$ cat src/sv/sc2a_pkg.sv
package sc2a_pkg;

  localparam int CHAR_W = 7;
  localparam int CODE_W = 8;

  localparam logic OP_SCAN = 1'b0;
  localparam logic OP_READ = 1'b1;

  localparam logic [CODE_W-1:0] SC_LSHIFT_MAKE  = 8'h2A;
  localparam logic [CODE_W-1:0] SC_RSHIFT_MAKE  = 8'h36;
  localparam logic [CODE_W-1:0] SC_LSHIFT_BREAK = 8'hAA;
  localparam logic [CODE_W-1:0] SC_RSHIFT_BREAK = 8'hB6;
  localparam int                SC_BREAK_BIT    = 7;
  localparam logic [CODE_W-1:0] SC_EQUALS       = 8'h0D;
  localparam logic [CHAR_W-1:0] CH_PLUS         = 7'h2B;

  typedef logic [CHAR_W-1:0] char_t;
  typedef logic [CODE_W-1:0] code_t;

  typedef struct packed {
    char_t ch;
    logic  is_char;
  } dec_t;

  function automatic char_t keymap(input code_t code);
    char_t ch;
    case (code)
      8'h02: ch = 7'h31;
      8'h03: ch = 7'h32;
      8'h04: ch = 7'h33;
      8'h05: ch = 7'h34;
      8'h06: ch = 7'h35;
      8'h07: ch = 7'h36;
      8'h08: ch = 7'h37;
      8'h09: ch = 7'h38;
      8'h0A: ch = 7'h39;
      8'h0B: ch = 7'h30;
      8'h0C: ch = 7'h2D;
      8'h0D: ch = 7'h3D;
      8'h0E: ch = 7'h08;
      8'h0F: ch = 7'h09;
      8'h10: ch = 7'h51;
      8'h11: ch = 7'h57;
      8'h12: ch = 7'h45;
      8'h13: ch = 7'h52;
      8'h14: ch = 7'h54;
      8'h15: ch = 7'h59;
      8'h16: ch = 7'h55;
      8'h17: ch = 7'h49;
      8'h18: ch = 7'h4F;
      8'h19: ch = 7'h50;
      8'h1A: ch = 7'h5B;
      8'h1B: ch = 7'h5D;
      8'h1C: ch = 7'h0A;
      8'h1E: ch = 7'h41;
      8'h1F: ch = 7'h53;
      8'h20: ch = 7'h44;
      8'h21: ch = 7'h46;
      8'h22: ch = 7'h47;
      8'h23: ch = 7'h48;
      8'h24: ch = 7'h4A;
      8'h25: ch = 7'h4B;
      8'h26: ch = 7'h4C;
      8'h27: ch = 7'h3B;
      8'h28: ch = 7'h27;
      8'h29: ch = 7'h60;
      8'h2B: ch = 7'h5C;
      8'h2C: ch = 7'h5A;
      8'h2D: ch = 7'h58;
      8'h2E: ch = 7'h43;
      8'h2F: ch = 7'h56;
      8'h30: ch = 7'h42;
      8'h31: ch = 7'h4E;
      8'h32: ch = 7'h4D;
      8'h33: ch = 7'h2C;
      8'h34: ch = 7'h2E;
      8'h35: ch = 7'h2F;
      8'h37: ch = 7'h2A;
      8'h39: ch = 7'h20;
      default: ch = 7'h00;
    endcase
    return ch;
  endfunction

endpackage

$ cat src/sv/sc2a_decoder.sv
module sc2a_decoder (
  input  logic              clk,
  input  logic              rst,
  input  logic              en,
  input  sc2a_pkg::code_t   scancode,
  output sc2a_pkg::dec_t    dec
);

  logic shift_held;
  logic is_make;
  logic is_shift_make;
  logic is_shift_break;
  sc2a_pkg::char_t ch;

  assign is_shift_make  = (scancode == sc2a_pkg::SC_LSHIFT_MAKE) ||
                          (scancode == sc2a_pkg::SC_RSHIFT_MAKE);
  assign is_shift_break = (scancode == sc2a_pkg::SC_LSHIFT_BREAK) ||
                          (scancode == sc2a_pkg::SC_RSHIFT_BREAK);
  assign is_make        = !scancode[sc2a_pkg::SC_BREAK_BIT];

  always_comb begin
    if (!is_make || is_shift_make) begin
      ch = '0;
    end else if (scancode == sc2a_pkg::SC_EQUALS && shift_held) begin
      ch = sc2a_pkg::CH_PLUS;
    end else begin
      ch = sc2a_pkg::keymap(scancode);
    end
  end

  assign dec.ch      = ch;
  assign dec.is_char = (ch != '0);

  always_ff @(posedge clk) begin
    if (rst) begin
      shift_held <= 1'b0;
    end else if (en) begin
      if (is_shift_make) begin
        shift_held <= 1'b1;
      end else if (is_shift_break) begin
        shift_held <= 1'b0;
      end
    end
  end

endmodule

$ cat src/sv/scancode_to_ascii_fifo.sv
// Set-1 keyboard scancode decoder feeding a character FIFO. A scancode transfer
// (operation 0) updates the shift flag or decodes a make code to upper-case
// ASCII and pushes it into the FIFO; its result is ready in the next cycle. When
// the FIFO already holds FIFO_DEPTH-1 characters the decoded character is
// returned with dropped set and not stored. A read transfer (operation 1) pops
// the oldest character; from an empty FIFO it returns zeros in the next cycle,
// otherwise the character passes through the registered read port of the
// character memory and then the output register. One item is in flight at a
// time. A waiting result holds off the input; the next transfer is taken in
// the same cycle the result is taken.
module scancode_to_ascii_fifo #(
  parameter int FIFO_DEPTH = 128
) (
  input  logic                    clk,
  input  logic                    rst,
  input  logic                    in_valid,
  output logic                    in_ready,
  input  logic                    operation,
  input  logic [7:0]              scancode,
  output logic                    out_valid,
  input  logic                    out_ready,
  output logic [6:0]              character,
  output logic                    char_valid,
  output logic                    dropped
);

  localparam int PTR_W = $clog2(FIFO_DEPTH);
  localparam logic [PTR_W-1:0] LAST_POS = PTR_W'(FIFO_DEPTH - 1);

  localparam logic ST_IDLE = 1'b0;
  localparam logic ST_READ = 1'b1;

  logic state;
  logic state_next;

  logic [PTR_W-1:0] write_pos;
  logic [PTR_W-1:0] read_pos;
  logic [PTR_W-1:0] write_pos_next;
  logic [PTR_W-1:0] read_pos_next;

  sc2a_pkg::char_t mem [FIFO_DEPTH];
  sc2a_pkg::char_t rd_data;

  sc2a_pkg::dec_t dec;

  logic accept;
  logic scan_acc;
  logic read_acc;
  logic empty;
  logic full;
  logic wr_en;
  logic rd_en;
  logic load_now;
  logic load_mem;

  sc2a_decoder u_dec (
    .clk      (clk),
    .rst      (rst),
    .en       (scan_acc),
    .scancode (scancode),
    .dec      (dec)
  );

  assign in_ready = (state == ST_IDLE) && (!out_valid || out_ready);
  assign accept   = in_valid && in_ready;
  assign scan_acc = accept && (operation == sc2a_pkg::OP_SCAN);
  assign read_acc = accept && (operation == sc2a_pkg::OP_READ);

  assign write_pos_next = (write_pos == LAST_POS) ? '0 : write_pos + 1'b1;
  assign read_pos_next  = (read_pos == LAST_POS) ? '0 : read_pos + 1'b1;

  assign empty = (write_pos == read_pos);
  assign full  = (write_pos_next == read_pos);

  assign wr_en    = scan_acc && dec.is_char && !full;
  assign rd_en    = read_acc && !empty;
  assign load_now = scan_acc || (read_acc && empty);
  assign load_mem = (state == ST_READ);

  always_comb begin
    state_next = state;
    case (state)
      ST_IDLE: begin
        if (rd_en) begin
          state_next = ST_READ;
        end
      end
      ST_READ: begin
        state_next = ST_IDLE;
      end
      default: begin
        state_next = ST_IDLE;
      end
    endcase
  end

  always_ff @(posedge clk) begin
    if (wr_en) begin
      mem[write_pos] <= dec.ch;
    end
    if (rd_en) begin
      rd_data <= mem[read_pos];
    end
  end

  always_ff @(posedge clk) begin
    if (rst) begin
      state     <= ST_IDLE;
      write_pos <= '0;
      read_pos  <= '0;
      out_valid <= 1'b0;
    end else begin
      state <= state_next;
      if (wr_en) begin
        write_pos <= write_pos_next;
      end
      if (rd_en) begin
        read_pos <= read_pos_next;
      end
      if (load_now || load_mem) begin
        out_valid <= 1'b1;
      end else if (out_ready) begin
        out_valid <= 1'b0;
      end
    end
  end

  always_ff @(posedge clk) begin
    if (load_now) begin
      character  <= scan_acc ? dec.ch : '0;
      char_valid <= scan_acc && dec.is_char;
      dropped    <= scan_acc && dec.is_char && full;
    end else if (load_mem) begin
      character  <= rd_data;
      char_valid <= 1'b1;
      dropped    <= 1'b0;
    end
  end

endmodule

$ cat config.mk
export PLATFORM = sky130hd
export DESIGN_NAME = scancode_to_ascii_fifo
export DESIGN_NICKNAME = d
export VERILOG_FILES = /design/src/sv/sc2a_pkg.sv /design/src/sv/sc2a_decoder.sv /design/src/sv/scancode_to_ascii_fifo.sv
export SDC_FILE = /design/constraint.sdc
export NUM_CORES = 1
export LEC_CHECK = 0
export ABC_CLOCK_PERIOD_IN_PS = 12200
export BUFFER_PORTS_ARGS = -buffer_cell sky130_fd_sc_hd__clkbuf_2
export CAP_MARGIN = 25
export CORE_AREA = 2 2 277 306
export CTS_BUF_LIST = sky130_fd_sc_hd__clkbuf_16
export DETAILED_ROUTE_END_ITERATION = 7
export DIE_AREA = 0 0 279 308
export REMOVE_ABC_BUFFERS = 1
export SLEW_MARGIN = 5
export SYNTH_ARGS = -nofsm -noshare
export SYNTH_HDL_FRONTEND = slang
export SYNTH_HIERARCHICAL = 1
export SYNTH_SLANG_ARGS = --single-unit
$ cat constraint.sdc
create_clock -name clk -period 12.2 [get_ports clk]
set_input_delay 1.83 -clock clk [delete_from_list [all_inputs] [get_ports clk]]
set_output_delay 1.83 -clock clk [all_outputs]
set_load 0.005 [all_outputs]
==> results of run 1 <==
power groups by stage:
stage	Clock, W	Combinational (W)	Sequential [W]
after floorplan	0	0.000122	0.00360
after global placement	0	0.000213	0.00358
after detailed placement	0	0.000214	0.00358
after CTS	0.00296	0.000214	0.00352
after global routing	0.00308	0.000229	0.00351
final	0.00292	0.000215	0.00352
kinds of logic after synthesis:
logic type      after synthesis
fa+ha+maj                    10
xor+xnor                     18
buf+inv                     152
simple gates                353
flops                       929
mux                         307
compound gates              239
worst min-delay path by stage:
| stage | slack [ps] | endpoint | depth (start not counted) |
|---|---|---|---|
| after global routing | 600 | u_dec/shift_held$_SDFFE_PP0P_ | 2 |
| after detailed placement | 540 | u_dec/shift_held$_SDFFE_PP0P_ | 2 |
| after global placement | 520 | u_dec/shift_held$_SDFFE_PP0P_ | 2 |
| after floorplan | 490 | u_dec/shift_held$_SDFFE_PP0P_ | 2 |
| final | 550 | u_dec/shift_held$_SDFFE_PP0P_ | 2 |
| after CTS | 550 | u_dec/shift_held$_SDFFE_PP0P_ | 2 |
critical path, cell delays in order:
cell	delay, ps
clkbuf_2	240
inv_1	290
ha_1	300
nand2_1	100
nor4_1	350
a21oi_1	140
a311oi_4	330
buf_4	660
nor4_2	120
nand3b_1	130
and2_1	310
o21ai_4	240
buf_4	430
nor4_1	780
buf_2	280
final cells by class:
type / count / area (sq um)
sequential: 929 / 27740
tap: 1073 / 1343
timing repair buffer: 139 / 934.6
fill: 6606 / 40290
clock inverter: 76 / 739.5
multi-input combinational: 927 / 9435
inverter: 14 / 52.55
clock buffer: 95 / 2377
metal layers:
| layer | vias to the layer above | share of wire (%) | wire [um] | GRT usage (%) |
|---|---|---|---|---|
| met5 | - | 0.013 | 13 | 0 |
| met4 | 2 | 2.7 | 2719 | 7.639 |
| met3 | 150 | 7.7 | 7732 | 4.485 |
| met2 | 917 | 49 | 49370 | 38.72 |
| met1 | 10670 | 41 | 40780 | 31.99 |
| li1 | 8540 | - | - | - |
registers in the layout (all words and copies together), names as in the netlist:
register,count
char_valid,1
character,7
dropped,1
load_mem,1
mem,896
out_valid,1
rd_data,7
read_pos,7
u_dec/shift_held,1
write_pos,7
cells in the final DEF (no fill, tap or decap), drive strengths merged, types with 43 or more instances in the layout:
master / instances
nor3: 95
mux4: 183
edfxtp: 912
nor2: 64
nor4: 43
mux2i: 112
nand2: 53
clkbuf: 132
buf: 101
clkinv: 47
synthesized netlist by cell type, drive strengths merged, types with 8 or more instances:
master and number:
mux4 183, inv 13, xnor2 8, dfxtp 17, mux2i 112, mux2 12, nand3 24, o211ai 9
buf 94, a211oi 17, o21ai 23, a22oi 17, xor2 10, nor2 64, o221ai 18, a2111oi 19
clkbuf 44, o22ai 30, nand2 53, nor3 95, ha 10, nand2b 16, nor2b 20, edfxtp 912
nor4 43, a21oi 41, a22o 22
metrics by stage:
| stage | utilization, % | instances | setup TNS, ps |
|---|---|---|---|
| finish | 51.41 | 3253 | 0 |
| global route | 51.41 | 3253 | 0 |
| CTS | 51.13 | 3218 | 0 |
| detailed placement | 47.37 | 3047 | 0 |
| global placement | 47.21 | 3029 | 0 |
| floorplan | - | 1870 | -1451640 |
==> results.cfg, run 1 <==
[status]
status = complete, no violations

[timing]
holdWs_ps = 552.7
clock_skew_ps = 38.14
setup_slack_ps = 5910
rsz0062_at_grt = false
fmax_ghz = 0.1590
setup_violations = 0
maxSlewViolCount = 0
hold_viol = 0
min_period_ps = 6290
worst_pin_slew_ps = 1051
fin_crit_sh_pct = 51.56
relSlewSlack_pct = 29.38

[clock_network]
ctsRootBufferMaster = clkbuf_16
cts_buffers = 93
clk_pin_slew_worst_paths_ps = 60
cts_tree = built
cts_max_path_buffers = 3
cts.sinks = 929
cts_hold_buf = 0
ctsResizeCount = 0
postCtsSetupRepairBufs = 0
clock_latency_ps = 660
cts.htree.levels = 3

[yosys]
yosysWarnings = 6
synth-xor-area-share_pct = 0.4162
synthFlopType = edfxtp_1
synth_compound_area_share_pct = 4.674
synth_top_area_share_pct = 72.29
synth_area_leaders = edfxtp_1, mux4_2, mux2i_1
synthAdderAreaFrac_pct = 0.3303
synth-seq-area-share_pct = 73.19
syn_avg_cell_area_sq_um = 18.87
synthesis.area_sq_mm = 0.03788
synth_cell_types = 75
synth-edff-count = 912
synth_top_family_by_area = multiplexers
synthArstFlopShare_pct = 0
synth-simple-area-share_pct = 4.954
netlist_instances = 2008
synth_area_leader_cell = edfxtp_1
synthMuxAreaShare_pct = 14.20
ys_ff_latch = 929

[finish]
nets = 2127
diodes = 0
area_growth_pct = 12.51
layout-drive-gt1-share_pct = 24.31
final_cell_area_sq_mm = 0.04262

[die]
core_area_sq_mm = 0.08291
pin_count = 24
die_x_um = 279
rows = 111
die_h_um = 308
dieArea_sq_mm = 0.08593
floorplan.initialDensity_pct = 45.69

[critical_path]
worst_ep_arrival_time_ps = 6640
rr_startpoint = write_pos[1]$_SDFFE_PP0P_
r2r_cells = 10
path_max_fanout = 63
crit_path_end_kind = register
crit_path_start = scancode[1]
reg2reg_slack_ps = 7340
cp.required_ps = 12550
critPathCapture = mem[40][0]$_DFFE_PP_
cp-start-kind = input pin
criticalPathCategory = in -> reg
timing.rr.end = mem[22][1]$_DFFE_PP_

[routing]
first_pass_iters = 8
final_antenna_net_count = 0
dr.first_iter.drc_count = 2211
wl_per_cell_um = 30.93
via_count = 20280
drc_errors = 0
routed_wirelength_um = 100600
viasPerCell = 6.233

[worst_hold_path]
hold_path_class = reg -> reg
worstHoldStart = u_dec/shift_held$_SDFFE_PP0P_

[global_route]
grt_max_degree = 105
antenna_found_initial = 1
grt_overflow_total = 0
grt_pass1_wl_um = 145700
groute.usage.overall_pct = 23.59
grt_pass1_vias = 20190

[power_and_ir_drop]
switching_power_w = 0.001369
p_per_area_mw_per_mm2 = 156.0
p_int_w = 0.005279
leakage_nw = 11.61
pwr-share-seq_pct = 52.9
combPwrFrac_pct = 3.2
vdd_ir_drop_max_mv = 0.1057
finalPower_w = 0.006648
clkPwrFrac_pct = 43.9
swShare_pct = 20.59

[placement]
dpl-instance-area_sq_mm = 0.03928
dpl.hpwl_um = 59880
dp_slack_ps = 5138
port_buffers = 23
gp_congestion = 0.8601

[flow_run]
drv_cap = 0
(Power assumes the default switching activity.)
==> inputs of run 2 (changes only) <==
--- a/config.mk
+++ b/config.mk
@@ -5,7 +5,7 @@
 export SDC_FILE = /design/constraint.sdc
 export NUM_CORES = 1
 export LEC_CHECK = 0
-export ABC_CLOCK_PERIOD_IN_PS = 12200
+export ABC_CLOCK_PERIOD_IN_PS = 6120
 export BUFFER_PORTS_ARGS = -buffer_cell sky130_fd_sc_hd__clkbuf_2
 export CAP_MARGIN = 25
 export CORE_AREA = 2 2 277 306
==> constraint.sdc (replaced) <==
create_clock -name clk -period 6.12 [get_ports clk]
set_input_delay 0.918 -clock clk [delete_from_list [all_inputs] [get_ports clk]]
set_output_delay 0.918 -clock clk [all_outputs]
set_load 0.005 [all_outputs]
==> results.cfg, run 2 (synthesis results as in run 1) <==
[status]
status = complete, no violations

[global_route]
antenna_found_initial = 3
grt_max_degree = 83
grt_pass1_vias = 20450
grt_overflow_total = 0
grt_pass1_wl_um = 146500
groute.usage.overall_pct = 23.64

[timing]
fin_crit_sh_pct = 75.32
worst_pin_slew_ps = 1093
relSlewSlack_pct = 27.00
maxSlewViolCount = 0
holdWs_ps = 523.1
clock_skew_ps = 29.45
rsz0062_at_grt = false
setup_slack_ps = 1510
setup_violations = 0
fmax_ghz = 0.2169
hold_viol = 0
min_period_ps = 4610

[worst_hold_path]
hold_path_class = in -> reg

[placement]
dpl.hpwl_um = 61350
dpl-instance-area_sq_mm = 0.03941
gp_congestion = 0.8597
dp_slack_ps = 652.3
port_buffers = 23

[clock_network]
cts_hold_buf = 0
ctsResizeCount = 0
cts_tree = built
ctsRootBufferMaster = clkbuf_16
cts_max_path_buffers = 3
postCtsSetupRepairBufs = 0
cts_buffers = 93
cts.sinks = 929
clock_latency_ps = 660
clk_pin_slew_worst_paths_ps = 60
cts.htree.levels = 3

[routing]
wl_per_cell_um = 31.07
via_count = 20490
first_pass_iters = 5
routed_wirelength_um = 100800
final_antenna_net_count = 0
dr.first_iter.drc_count = 2567
drc_errors = 0
viasPerCell = 6.315

[finish]
area_growth_pct = 12.29
final_cell_area_sq_mm = 0.04254
diodes = 0
top_register = mem
final_common_cell = edfxtp_1
layout-drive-gt1-share_pct = 23.07
nets = 2121
layout_common_cells = edfxtp_1, mux4_2, mux2i_1, clkbuf_16, nor3_1
largest_register_ffs = 896

[critical_path]
crit_path_end_kind = register
critPathCapture = mem[120][5]$_DFFE_PP_
cp_slowest_stage_delay_ps = 780
worst-path-buf-inv = 4
criticalPathCategory = in -> reg
timing.rr.end = mem[120][5]$_DFFE_PP_
reg2reg_slack_ps = 1880
r2r_cells = 6
path_max_fanout = 27
rr_startpoint = read_pos[0]$_SDFFE_PP0P_
crit_path_start = scancode[1]
critical-path-top-delay-family = simple AND/OR/NAND/NOR gates
slowest_stage = nor4_1
crit_path_frequent_cell = clkbuf_2
cp.depth = 14
cp-start-kind = input pin
cp.required_ps = 6490
worst_ep_arrival_time_ps = 4980
crit_path_cell_trace = clkbuf_2, inv_1, ha_1, nor3b_1, a311o_1, o21ai_0, nor3_1, a21oi_1, nand3b_1, and2_1, o21ai_4, buf_4, nor4_1, clkbuf_2

[die]
floorplan.initialDensity_pct = 45.69
pin_count = 24
die_h_um = 308
core_area_sq_mm = 0.08291
rows = 111
die_x_um = 279
dieArea_sq_mm = 0.08593

[power_and_ir_drop]
leakage_nw = 11.60
finalPower_w = 0.01309
p_per_area_mw_per_mm2 = 307.8
vdd_ir_drop_max_mv = 0.2564

[flow_run]
drv_cap = 0
run 2: changes by cell type in the layout (fill, tap and decap cells not counted), moves of 4 or more:
cell / previous run / this run
bufinv_16: 14 / 10
inv_1: 21 / 31
buf_2: 29 / 12
nor4_2: 8 / 3
clkinv_2: 26 / 13
buf_4: 67 / 79
nor4_1: 33 / 38
clkbuf_2: 33 / 28
run 2: cell type report:
class                      count  area, sq um
fill                        6531        40380
timing repair buffer         133        994.7
tap                         1073         1343
multi-input combinational    927         9397
clock inverter                73        608.1
sequential                   929        27740
inverter                      14        52.55
clock buffer                  96         2402
run 2: layer usage:
layer / up-vias / wire (um) / global-route usage (%)
met3: 165 / 7921 / 3.886
met5: - / 23 / 0
met4: 4 / 3034 / 7.852
met1: 10790 / 41680 / 33.28
li1: 8506 / - / -
met2: 1032 / 48150 / 37.84
run 2: worst min-delay path by stage:
stage | depth (start not counted) | end | from | slack [ps]
after floorplan | 2 | u_dec/shift_held$_SDFFE_PP0P_ | u_dec/shift_held$_SDFFE_PP0P_ | 490
after global placement | 2 | u_dec/shift_held$_SDFFE_PP0P_ | u_dec/shift_held$_SDFFE_PP0P_ | 520
after detailed placement | 2 | write_pos[1]$_SDFFE_PP0P_ | write_pos[1]$_SDFFE_PP0P_ | 530
after CTS | 2 | u_dec/shift_held$_SDFFE_PP0P_ | scancode[7] | 490
after global routing | 2 | u_dec/shift_held$_SDFFE_PP0P_ | scancode[7] | 530
final | 2 | u_dec/shift_held$_SDFFE_PP0P_ | scancode[7] | 520
run 2: power by group:
part,internal [W],switching [W]
Combinational,0.000128,0.000312
Clock,0.00326,0.00239
Sequential,0.00699,0.0000157
run 2: per-stage QoR:
step           util [%]  instances  TNS (ps)
3_5_place_dp      47.53       3056         0
3_3_place_gp      47.46       3051         0
2_1_floorplan         -       1870  -7510080
4_1_cts           51.16       3225         0
6_report          51.30       3245         0
5_1_grt           51.30       3245         0
